===== config.mk =====
export PLATFORM = sky130hd
export DESIGN_NAME = selective_repeat_sender_window_unit_flat
export DESIGN_NICKNAME = d
export VERILOG_FILES = /design/src/sv/srsw_pkg.sv /design/src/sv/srsw_stream_if.sv /design/src/sv/selective_repeat_sender_window_unit.sv /design/src/sv/srsw_step.sv /design/src/flat_wrapper.sv
export SDC_FILE = /design/constraint.sdc
export NUM_CORES = 1
export LEC_CHECK = 0
export BUFFER_PORTS_ARGS = -buffer_cell sky130_fd_sc_hd__buf_2
export CAP_MARGIN = 20
export CORE_MARGIN = 2
export CORE_UTILIZATION = 35
export CTS_CLUSTER_SIZE = 30
export DETAILED_ROUTE_END_ITERATION = 7
export GPL_ROUTABILITY_DRIVEN = 0
export MAX_ROUTING_LAYER = met4
export PLACE_DENSITY_LB_ADDON = 0.2
export SLEW_MARGIN = 25
export SYNTH_ARGS = -nofsm -noshare
export SYNTH_HDL_FRONTEND = slang
export SYNTH_SLANG_ARGS = --single-unit

===== constraint.sdc =====
create_clock -name clk -period 1.8 [get_ports clk]
set_input_delay 0.18 -clock clk [delete_from_list [all_inputs] [get_ports clk]]
set_output_delay 0.18 -clock clk [all_outputs]
set_load 0.01 [all_outputs]

===== src/sv/srsw_pkg.sv =====
// Shared types and constants for the selective-repeat sender window unit.
// Holds the request and result payload structs, command and timer codes.
// No dependencies.
package srsw_pkg;

	localparam logic [1:0] CMD_NEW     = 2'd0;
	localparam logic [1:0] CMD_ACK     = 2'd1;
	localparam logic [1:0] CMD_TIMEOUT = 2'd2;

	localparam logic [1:0] TIMER_NONE    = 2'd0;
	localparam logic [1:0] TIMER_START   = 2'd1;
	localparam logic [1:0] TIMER_STOP    = 2'd2;
	localparam logic [1:0] TIMER_RESTART = 2'd3;

	typedef struct packed {
		logic [1:0] command;
		logic [3:0] ack_number;
		logic       ack_intact;
	} evt_t;

	typedef struct packed {
		logic       send_valid;
		logic [3:0] send_seq;
		logic       window_blocked;
		logic       ack_was_new;
		logic [1:0] timer_action;
	} res_t;

endpackage


===== src/sv/srsw_stream_if.sv =====
// Valid/ready stream channel used for requests and results.
// Payload type is a parameter; depends on nothing else.
interface srsw_stream_if #(
	parameter type T = logic
) ();
	logic valid;
	logic ready;
	T     data;

	modport source (output valid, output data, input ready);
	modport sink (input valid, input data, output ready);
endinterface


===== src/sv/selective_repeat_sender_window_unit.sv =====
// Selective-repeat sender window unit: top level.
// An accepted request is held in the request register; its result goes to the result register.
// Throughput: one request per cycle while rsp is not stalled; window update and slide fit one pass
// between the request register and the result register.
// Reset: arst_n clears base, next sequence, in-flight count, acked flags
// and the valid bits of both registers. Depends on srsw_pkg, srsw_stream_if.
module selective_repeat_sender_window_unit import srsw_pkg::*; #(
	parameter int WINDOW    = 6,
	parameter int SEQ_SPACE = 12
) (
	input  logic          clk,
	input  logic          arst_n,
	srsw_stream_if.sink   evt,
	srsw_stream_if.source rsp
);

	localparam int SEQ_W = $clog2(SEQ_SPACE);
	localparam int CNT_W = $clog2(WINDOW + 1);

	logic              req_valid_s1;
	evt_t              req_s1;
	logic              rsp_valid_q;
	res_t              rsp_q;
	logic [SEQ_W-1:0]  base_q;
	logic [SEQ_W-1:0]  next_seq_q;
	logic [CNT_W-1:0]  unacked_q;
	logic [WINDOW-1:0] acked_q;

	res_t              res_c;
	logic [SEQ_W-1:0]  base_c;
	logic [SEQ_W-1:0]  next_seq_c;
	logic [CNT_W-1:0]  unacked_c;
	logic [WINDOW-1:0] acked_c;
	logic [SEQ_W-1:0]  outstanding_c;
	logic              adv;
	logic              fire;

	srsw_step #(
		.WINDOW    (WINDOW),
		.SEQ_SPACE (SEQ_SPACE),
		.SEQ_W     (SEQ_W),
		.CNT_W     (CNT_W)
	) u_step (
		.req          (req_s1),
		.base         (base_q),
		.next_seq     (next_seq_q),
		.unacked      (unacked_q),
		.acked        (acked_q),
		.res          (res_c),
		.base_nxt     (base_c),
		.next_seq_nxt (next_seq_c),
		.unacked_nxt  (unacked_c),
		.acked_nxt    (acked_c),
		.outstanding  (outstanding_c)
	);

	assign adv       = !rsp_valid_q || rsp.ready;
	assign fire      = req_valid_s1 && adv;
	assign evt.ready = !req_valid_s1 || adv;
	assign rsp.valid = rsp_valid_q;
	assign rsp.data  = rsp_q;

	always_ff @(posedge clk or negedge arst_n) begin
		if (!arst_n) begin
			req_valid_s1 <= 1'b0;
		end else if (evt.ready) begin
			req_valid_s1 <= evt.valid;
		end
	end

	always_ff @(posedge clk) begin
		if (evt.ready && evt.valid)
			req_s1 <= evt.data;
	end

	always_ff @(posedge clk or negedge arst_n) begin
		if (!arst_n) begin
			rsp_valid_q <= 1'b0;
		end else if (adv) begin
			rsp_valid_q <= req_valid_s1;
		end
	end

	always_ff @(posedge clk) begin
		if (fire)
			rsp_q <= res_c;
	end

	always_ff @(posedge clk or negedge arst_n) begin
		if (!arst_n) begin
			base_q     <= '0;
			next_seq_q <= '0;
			unacked_q  <= '0;
			acked_q    <= '0;
		end else if (fire) begin
			base_q     <= base_c;
			next_seq_q <= next_seq_c;
			unacked_q  <= unacked_c;
			acked_q    <= acked_c;
		end
	end

	a_count_bound: assert property (@(posedge clk) disable iff (!arst_n)
		(CNT_W + 1)'(unacked_q) <= (CNT_W + 1)'(WINDOW))
		else $error("in-flight count exceeds window");

	a_count_vs_outstanding: assert property (@(posedge clk) disable iff (!arst_n)
		(SEQ_W + CNT_W)'(unacked_q) <= (SEQ_W + CNT_W)'(outstanding_c))
		else $error("in-flight count exceeds sent range");

	a_new_ack_drops: assert property (@(posedge clk) disable iff (!arst_n)
		fire && res_c.ack_was_new |=> unacked_q == $past(unacked_q) - CNT_W'(1))
		else $error("new ack did not drop in-flight count");

	a_stall_holds: assert property (@(posedge clk) disable iff (!arst_n)
		req_valid_s1 && rsp_valid_q && !rsp.ready |=> $stable(base_q)
			&& $stable(next_seq_q) && $stable(acked_q))
		else $error("window state moved while stalled");

endmodule


===== src/sv/srsw_step.sv =====
// Single-pass next-state and result logic for one request.
// Depends on srsw_pkg.
module srsw_step import srsw_pkg::*; #(
	parameter int WINDOW    = 6,
	parameter int SEQ_SPACE = 12,
	parameter int SEQ_W     = $clog2(SEQ_SPACE),
	parameter int CNT_W     = $clog2(WINDOW + 1)
) (
	input  evt_t              req,
	input  logic [SEQ_W-1:0]  base,
	input  logic [SEQ_W-1:0]  next_seq,
	input  logic [CNT_W-1:0]  unacked,
	input  logic [WINDOW-1:0] acked,
	output res_t              res,
	output logic [SEQ_W-1:0]  base_nxt,
	output logic [SEQ_W-1:0]  next_seq_nxt,
	output logic [CNT_W-1:0]  unacked_nxt,
	output logic [WINDOW-1:0] acked_nxt,
	output logic [SEQ_W-1:0]  outstanding
);

	localparam int OW = (SEQ_W > CNT_W) ? SEQ_W : CNT_W;
	localparam int AW = (SEQ_W + 1 > 4) ? SEQ_W + 1 : 4;

	function automatic logic [SEQ_W-1:0] seq_gap(input logic [SEQ_W-1:0] from,
			input logic [SEQ_W-1:0] to);
		logic [SEQ_W:0] sum;
		sum = {1'b0, to} + (SEQ_W + 1)'(SEQ_SPACE) - {1'b0, from};
		if (sum >= (SEQ_W + 1)'(SEQ_SPACE))
			sum = sum - (SEQ_W + 1)'(SEQ_SPACE);
		return sum[SEQ_W-1:0];
	endfunction

	logic [SEQ_W-1:0]  ack_seq;
	logic              ack_ok;
	logic [SEQ_W-1:0]  off;
	logic              room;
	logic              in_range;
	logic [WINDOW-1:0] hit;
	logic [WINDOW-1:0] clr;
	logic [WINDOW-1:0] marked;
	logic [WINDOW-1:0] run;
	logic [OW-1:0]     lim;
	logic [CNT_W-1:0]  n;
	logic [SEQ_W:0]    base_sum;
	logic [CNT_W-1:0]  unacked_dec;

	always_comb begin
		ack_seq     = SEQ_W'(AW'(req.ack_number));
		ack_ok      = req.ack_intact && (AW'(req.ack_number) < AW'(SEQ_SPACE));
		outstanding = seq_gap(base, next_seq);
		off         = seq_gap(base, ack_seq);
		room        = OW'(outstanding) < OW'(WINDOW);
		in_range    = (OW'(off) < OW'(outstanding)) && (OW'(off) < OW'(WINDOW));
		lim         = room ? OW'(outstanding) : OW'(WINDOW);
		for (int i = 0; i < WINDOW; i++) begin
			hit[i] = OW'(off) == OW'(i);
			clr[i] = OW'(outstanding) == OW'(i);
		end
		marked = acked | hit;
		for (int i = 0; i < WINDOW; i++)
			run[i] = marked[i] && (OW'(i) < lim);
		n = CNT_W'(WINDOW);
		for (int i = WINDOW - 1; i >= 0; i--) begin
			if (!run[i])
				n = CNT_W'(i);
		end
		base_sum = {1'b0, base} + {1'b0, SEQ_W'(n)};
		if (base_sum >= (SEQ_W + 1)'(SEQ_SPACE))
			base_sum = base_sum - (SEQ_W + 1)'(SEQ_SPACE);
		unacked_dec = (unacked != '0) ? unacked - CNT_W'(1) : unacked;
	end

	always_comb begin
		res          = '0;
		base_nxt     = base;
		next_seq_nxt = next_seq;
		unacked_nxt  = unacked;
		acked_nxt    = acked;
		case (req.command)
			CMD_NEW: begin
				if (room) begin
					res.send_valid = 1'b1;
					res.send_seq   = 4'(next_seq);
					acked_nxt      = acked & ~clr;
					unacked_nxt    = unacked + CNT_W'(1);
					if (outstanding == '0)
						res.timer_action = TIMER_START;
					next_seq_nxt = (next_seq == SEQ_W'(SEQ_SPACE - 1)) ? '0
						: next_seq + SEQ_W'(1);
				end else begin
					res.window_blocked = 1'b1;
				end
			end
			CMD_ACK: begin
				if (ack_ok && in_range) begin
					if ((hit & ~acked) != '0) begin
						res.ack_was_new = 1'b1;
						acked_nxt       = marked;
						unacked_nxt     = unacked_dec;
					end
					if (off == '0) begin
						acked_nxt        = marked >> n;
						base_nxt         = base_sum[SEQ_W-1:0];
						res.timer_action = (unacked_nxt != '0) ? TIMER_RESTART
							: TIMER_STOP;
					end
				end
			end
			CMD_TIMEOUT: begin
				if (outstanding != '0) begin
					res.send_valid   = 1'b1;
					res.send_seq     = 4'(base);
					res.timer_action = TIMER_START;
				end
			end
			default: begin
				res = '0;
			end
		endcase
	end

endmodule

===== src/flat_wrapper.sv =====
// flat-port wrapper written by rule: the top's interface ports become plain ports
module selective_repeat_sender_window_unit_flat import srsw_pkg::*;
#(
	parameter int WINDOW    = 6,
	parameter int SEQ_SPACE = 12
)
  (clk, arst_n, evt_valid, evt_data, evt_ready, rsp_valid, rsp_data, rsp_ready);
  srsw_stream_if evt_i ();
  srsw_stream_if rsp_i ();
  input  logic clk;
  input  logic arst_n;
  input wire logic [$bits(evt_i.valid)-1:0] evt_valid;
  input wire logic [$bits(evt_i.data)-1:0] evt_data;
  output wire logic [$bits(evt_i.ready)-1:0] evt_ready;
  output wire logic [$bits(rsp_i.valid)-1:0] rsp_valid;
  output wire logic [$bits(rsp_i.data)-1:0] rsp_data;
  input wire logic [$bits(rsp_i.ready)-1:0] rsp_ready;
  assign evt_i.valid = evt_valid;
  assign evt_i.data = evt_data;
  assign evt_ready = evt_i.ready;
  assign rsp_valid = rsp_i.valid;
  assign rsp_data = rsp_i.data;
  assign rsp_i.ready = rsp_ready;
  selective_repeat_sender_window_unit #(.WINDOW(WINDOW), .SEQ_SPACE(SEQ_SPACE)) u_core (.clk(clk), .arst_n(arst_n), .evt(evt_i), .rsp(rsp_i));
endmodule

After elaboration in Yosys (flattened, before gate mapping)
Index checks and enable logic that the tools add are counted. Widths: inputs -> output; s select.

Flip-flop bits (word level): 7. Bits in latches: 0. Memories kept: 0. Bits in read-only memories: 0. RAM bits: 0. Bits of input ports: 5.

Bitwise logic cells: 0. Reduce and logical (&&, ||, !) cells: 7. $mul: 0. $lt $le $gt $ge: 2. $add $sub $neg: 3. Divide/modulo/power cells: 0. Equality and inequality tests: 1. Mux-type cells: 3. Shift operators: 0.

Operators by type and width (count): $mux 4 (2); $add 4x4->5 const B (1); $ge 5x4->1 const B (1); $add 4x1->4 const B (1); $eq 4x4->1 const B (1); $logic_not 4->1 (1); $lt 4x3->1 const B (1); $sub 4x4->4 const B (1); $logic_not 1->1 (2); $logic_or 1x1->1 (2); $reduce_and 2->1 (1); $logic_and 1x1->1 (1); $mux 1 (1).

Depth between registers and ports, before layout
Gate-level depths: netlist (run 1).

Word-level depth: 5. Depth in mapped cells: 6.

Modules after synthesis
From an unflattened synthesis (run 1), not the netlist that was laid out.

Cells, all modules: 355. Area total of the unflattened synthesis: 2945.3 um2.

By module, submodules not included: srsw_step (area each 2104.5 um2, sequential area each 0.0 um2, instances 1, cells an instance 308); selective_repeat_sender_window_unit (area each 840.8 um2, sequential area each 535.5 um2, instances 1, cells an instance 47).

Worst setup path after synthesis (run 1)
Ideal clock, no wire load.

Path type: register -> register. From: register u_core.next_seq_q[2]. To: register u_core.next_seq_q[0]. Path slack: -0.067 ns. Required time: 1.672 ns. Stages on the path, launching flop included: 7. Arrival time: 1.739 ns. Cell sequence: dfrtp_1 -> inv_1 -> ha_1 -> or3b_4 -> a211oi_4 -> nor3b_2 -> mux2_1.

Word-level cells in the longest chain between the ends: 5. Elaborated cells on any way between the ends: 8. Those cells by class: 2 x add/sub; 2 x order compare; 1 x eq/ne; 2 x mux; 1 x reduce/logical.

RTL lines: start: declaration (line selective_repeat_sender_window_unit.sv:25) `logic [SEQ_W-1:0] next_seq_q;`; start signal: assignment (line selective_repeat_sender_window_unit.sv:97) `next_seq_q <= next_seq_c;`; $add 4x4->5 (line srsw_step.sv:28) `sum = {1'b0, to} + (SEQ_W + 1)'(SEQ_SPACE) - {1'b0, from};`; $sub 4x4->4 / $ge 5x4->1 (equally long branches) (line srsw_step.sv:30, srsw_step.sv:29); $mux 4 (line srsw_step.sv:29) `if (sum >= (SEQ_W + 1)'(SEQ_SPACE))`; $lt 4x3->1 (line srsw_step.sv:53) `room = OW'(outstanding) < OW'(WINDOW);`; $reduce_and 2->1 (no source line).

Parallel ways exist; a longest one is shown, timed or not. A chain may end at the register's enable or synchronous reset.

Worst setup path in the final report (run 1)
Ends and elaborated chain as after synthesis.

==> metrics, run 1 <==
status finished with violations; violated checks negative setup slack; total congestion overflow 0; Syn. warnings 0; GRT Resource Usage Total about an eighth; arrival time at the worst endpoint 1.97 ns; worst path required time approximately 1.9 ns; post-synth top area share around 32%; Max Slew Vio Count 0; I/O Pins 8; Die ar. around 1600 sq um; DP Worst Slack -0.07467 ns; worst-margin pin slew 0.2803 ns; pwr dens 1720 nW/um^2; Cell Rows 13; syn_area_per_cell 10.43 sq um; Worst Path Max Fanout 4; RSZ-0062 raised after global routing yes; worst-path cell with the longest stage delay dfrtp_1; PnR worst setup slack -0.03880 ns; Port Buffer Count 6; Layout Skew 0.004344 ns; sequential-to-total area share from yosys stat 38.40%; Cell Chain, Critical Path inv_2 -> ha_4 -> or3b_4 -> a211oi_4 -> nor3b_2 -> mux2_4; Clk Latency, worst-skew pair ~0.25 ns; drt pass-1 iters 2; Synth Instances 45; setup TNS -0.07551 ns; fillers 128; syn nets 56; Worst-path clk slew ~0.06 ns; CTS Root Cell clkbuf_4; Clock Tree Buf Depth 2; H-tree levels 1; overall routed net length around 860 um; minimum hold slack about 0.12 ns; Vias/cell between 4 and 5; core area 1269 sq um; remaining antenna violation count 0; placed wire-length estimate 673.6 um; Ant. Diodes 0; Slew Limit Headroom between 80% and 90%; period utilization 102.2%; Sequential Area 180.2 sq um; leakage 0.3005 nW; die height 40.62 um; initial antenna violation count 0; crit start category flop; Chip Width approximately 40 um; final core occ between 50% and 60%; top post-synthesis cells by area dfrtp_1 32%, ha_1 16%, edfxtp_1 6.4%; Synth Register Bits 7; MaxCap Viol Count 0; max frequency ~0.54 GHz; TritonCTS clock tree yes; first-pass GRT wire length around 1.3 mm; total power between 1 and 1.5 mW; Synth cell types 22; VDD IR max about 0.76 mV; initial DRC count 6; Worst setup EP type flop; Setup violations, final 2; area of the multi-input gates approximately 300 sq um; Initial Utilization a little under two fifths; mapped cell area between 400 and 500 sq um; Hold WC Path Type in2reg; kind of critical path reg2reg; fraction of layout cells with a size suffix above 1 a little under half; via count about 380; vias in the first global route 330; TritonCTS Buffers 3; post-layout min period about 1.8 ns; Final nets between 70 and 80; Hold Fails Final Rpt 0; Area Overhead vs Synth 38.40%; area leader, netlist dfrtp_1; flop2flop setup slack -0.04 ns; drt wl/cell 10.79 um; # clock sinks 7; crit-path max cell delay 0.38 ns; largest net degree at the start of global routing 7; DRC viols 0
final timing paths:
check | to | startpoint | cells after the start
worst max-delay path | u_core.next_seq_q[0] | u_core.next_seq_q[2] | 6
worst min-delay path | u_core.req_valid_s1 | evt_valid | 2
max in group asynchronous | u_core.next_seq_q[2] | arst_n | 2
worst max register to register | u_core.next_seq_q[0] | u_core.next_seq_q[2] | 6
worst min register to register | u_core.req_valid_s1 | u_core.rsp.valid | 2
min in group asynchronous | u_core.req_valid_s1 | arst_n | 2
worst max-delay path, delay by kind of cell, from the launching register on:
| kind | cells | cell delay (ns) |
|---|---|---|
| AND/OR/NAND/NOR | 2 | 0.50 |
| multiplexers | 1 | 0.31 |
| buffers and inverters | 1 | 0.09 |
| AO/OA/AOI/OAI | 1 | 0.30 |
| adder cells (fa/ha/maj) | 1 | 0.13 |
| flip-flops | 1 | 0.38 |
placed cells by master, fill, tap and decap left out, drive strengths merged, types with 2 or more instances in the layout:
master  count
nand2b      3
clkbuf      4
nand2       3
a21oi       2
inv         5
ha          6
nand3       3
buf        15
nor2        2
mux2        2
dfrtp       6
area by class of cell:
type | instances | share of cell area [%]
multi-input cells | 33 | 45.86
flip-flops and latches | 7 | 27.75
repair buffers | 16 | 16.57
clock buffers | 4 | 4.046
inverters | 5 | 2.890
well taps | 15 | 2.890
synthesized netlist by cell type:
cell and count:
a211oi_4 1, a21oi_1 2, and2_1 1, and4bb_2 1, dfrtp_1 6, edfxtp_1 1
ha_1 6, inv_1 5, mux2_1 2, nand2_1 3, nand2b_1 3, nand3_1 3
nand3b_1 1, nand4_1 1, nor2_1 2, nor3_1 1, nor3b_2 1, o21ai_0 1
o22ai_1 1, or3b_4 1, or4_2 1, xnor2_1 1
metal layers:
layer	routed length, um	GRT usage (%)	vias up
met4	8	10.00	0
li1	-	-	198
met2	378	17.46	6
met5	0	-	-
met1	441	15.88	173
met3	34	5.435	2
through the flow:
stage	std cells	area (sq um)
floorplan	45	484.2
global placement	74	593.1
detailed placement	74	593.1
CTS	79	631.9
global route	80	649.4
finish	80	649.4
kinds of logic after synthesis:
kind of cell	synth area share, %
and+or+nand+nor	26.13
DFF	38.40
adders and majority gates	16.00
AOI/OAI and AO/OA	8.800
buffers and inverters	4.000
muxes	4.800
xor gates and xnor gates	1.867
what timing repair did:
item / 4_1_cts / 5_1_grt
setup endpoints to repair: 2 / 5
hold buffers: 1 / 0
pin swaps: 1 / 1
buffers inserted: 0 / 1
hold endpoints to repair: 6 / 0
gates cloned: 0 / 0
resized for setup: 1 / 3
flip-flops by register name, summed over array words and instances (netlist names):
register,flops
u_core.next_seq_q,4
u_core.req_valid_s1,1
u_core.rsp.data,1
u_core.rsp.valid,1
power by group:
group	internal (mW)	total, mW	switching [mW]
combinational	0.399	0.730	0.331
sequential	0.215	0.242	0.0269
clock	0.0848	0.145	0.0603
Note: power is estimated with default switching activity, not from simulation.
==> run 2: changes to the inputs <==
ABC_AREA = 1   (was default)
CELL_PAD_IN_SITES_DETAIL_PLACEMENT = 1   (was default)
CELL_PAD_IN_SITES_GLOBAL_PLACEMENT = 1   (was default)
CORE_UTILIZATION = 34   (was 35)
==> run 2 against run 1 <==
The run now ends clean. Critical path depth grew 4. Utilization shrank 7.4 points. First-iteration DRC count shrank 33%. Final area shrank 11%. Combinational power shrank 25%. Non-clock buffer count shrank 8. Global-route usage grew 2.2 points. Clock-buffer cell count is the same. Die area grew 5.6%. Wire length grew 28%.
==> metrics, run 2 <==
Placed Cells 83; commonest non-fill, non-tap cell in the layout nand2_1; Vias/cell 5.023; compound-gate portion of the synthesized area under 10%; first-pass GRT wire length approximately 2.0 mm; placed wire-length estimate roughly 900 um; CTS hold repair buffers 1; Hold WC Path Type in2reg; Clk Latency, worst-skew pair between 0.2 and 0.3 ns; Synth Area in Simple Gates between 30% and 40%; Initial Utilization 36.75%; flop2flop setup slack 0.27 ns; via count about 440; XOR/XNOR Fraction of Synth Area 0%; Syn. warnings 0; final std cells w/o fill 88; sequential-to-total area share from yosys stat ~37%; Synth Register Bits 7; max reg flops 4; initial antenna violation count 0; Max Slew Vio Count 0; most common flop cell mapped by yosys dfrtp_1; Worst setup EP type flop; GRT Resource Usage Total roughly 16%; leakage just over 0.3 nW; Post-CTS Resized 0; Area Overhead vs Synth 19.12%; crit start category flop; die height 41.74 um; most frequent cells in the layout 20 x nand2_1, 9 x inv_1, 6 x ha_1, 6 x buf_2, 6 x dfrtp_1; crit path launch u_core.next_seq_q[3]; total congestion overflow 0; Layout Skew ~0.0086 ns; Setup violations, final 0; Clock Tree Buf Depth 2; Synth cell types 15; largest family of logic cells by synthesized area simple AND/OR/NAND/NOR gates; area leader, netlist dfrtp_1; remaining antenna violation count 0; vias in the first global route 450; initial DRC count 4; overall routed net length roughly 1.1 mm; Chip Width between 40 and 50 um; CTS Root Cell clkbuf_4; PnR worst setup slack ~0.27 ns; Port Buffer Count 6; drt wl/cell between 10 and 15 um; post-route cell area about 580 sq um; minimum hold slack 0.1115 ns; Worst R2R End u_core.next_seq_q[0]; Worst-path clk slew around 0.06 ns; Area after DPL approximately 540 sq um; most frequent cell after synthesis nand2_1; TritonCTS Buffers 3; top post-synthesis cells by area dfrtp_1 31%, ha_1 16%, nand2_1 16%; post-synth top area share between 30 and 40%; syn_area_per_cell slightly below 8 sq um; max frequency between 0.6 and 0.7 GHz; Cell Rows 13; VDD IR max 0.5542 mV; final core occ 43.78%; pwr dens 1673 nW/um^2; post-layout min period 1.532 ns; kind of critical path reg2reg; drt pass-1 iters 2; Final nets 85; area of the multi-input gates 266.5 sq um; worst-margin pin slew between 0.3 and 0.4 ns; DP Worst Slack around 0.28 ns; Post-Synth Adder-Cell Area 15.50%; largest net degree at the start of global routing 7; crit path to u_core.next_seq_q[0]; fillers about 180; reg2reg start u_core.next_seq_q[3]; Post-synth ARST share between 80% and 90%; arrival time at the worst endpoint approximately 1.7 ns; Biggest register u_core.next_seq_q; core area about 1300 sq um; mux share of post-synthesis cell area 0%; Die ar. 1742 sq um; Hold Fails Final Rpt 0; Post-synth EDFFs 1; worst path required time 1.95 ns; commonest cells in the netlist 20 x nand2_1, 9 x inv_1, 6 x dfrtp_1, 6 x ha_1, 5 x nand4_1; syn nets 72; reg2reg path depth 10; I/O Pins 8; setup TNS 0 ns; TritonCTS clock tree yes; Sequential Area 180.2 sq um; RSZ-0062 raised after global routing no; DRC viols 0; status finished clean; H-tree levels 1; mapped cell area about 480 sq um; total power around 960 uW; Synth Instances approximately 60; Ant. Diodes 0; MaxCap Viol Count 0; # clock sinks 7; period utilization 85.14%; fraction of layout cells with a size suffix above 1 about a fifth; Slew Limit Headroom approximately 75%; setup bufs post-CTS 0; Worst Path Max Fanout 6
run 2: cell count changes in the layout (fill, tap and decap cells not counted), sizes merged, moves of 2 or more:
| cell | previous run | this run |
|---|---|---|
| nand4 | 1 | 5 |
| nand2 | 3 | 22 |
| inv | 5 | 10 |
| mux2 | 2 | 0 |
| nand2b | 3 | 0 |
| buf | 15 | 7 |
run 2: worst max-delay path: stages, from the launching register on:
cell     delay, ns
dfrtp_1       0.39
inv_1         0.15
ha_1          0.28
inv_1         0.06
nand2_1       0.05
nand2_1       0.09
nand2_2       0.07
nand2_4       0.10
nand3_4       0.09
nand2_1       0.08
nand2_1       0.06
run 2: worst min path at each step:
stage | start | to | slack, ns | cells past startpoint
2_1_floorplan | arst_n | u_core.next_seq_q[0] | -0.12 | 0
3_3_place_gp | arst_n | u_core.rsp.valid | 0.01 | 1
3_5_place_dp | arst_n | u_core.rsp.valid | 0.01 | 1
4_1_cts | evt_valid | u_core.req_valid_s1 | 0.10 | 3
5_1_grt | evt_valid | u_core.req_valid_s1 | 0.12 | 3
6_report | evt_valid | u_core.req_valid_s1 | 0.11 | 3
run 2: where the power goes:
group,switching [mW],internal [mW]
sequential,0.0489,0.217
combinational,0.357,0.192
clock,0.0643,0.0850
total,0.471,0.494
run 2: cell families after synthesis:
logic type | after synthesis
flops | 7
simple gates | 34
compound gates | 4
buf+inv | 10
fa+ha+maj | 6
run 2: area by class of cell:
type	instances	area share, %
Multi-Input combinational cell	44	46.20
Tap cell	15	3.254
Inverter	10	6.508
Sequential cell	7	31.24
Clock buffer	4	4.555
Timing Repair Buffer	8	8.243
run 2: per-layer routing:
layer,GRT usage (%),up-vias,part of all wire [%]
li1,-,223,-
met4,6.452,0,0.45
met3,7.391,2,4.6
met1,16.13,211,44
met5,-,-,0
met2,25.00,6,51
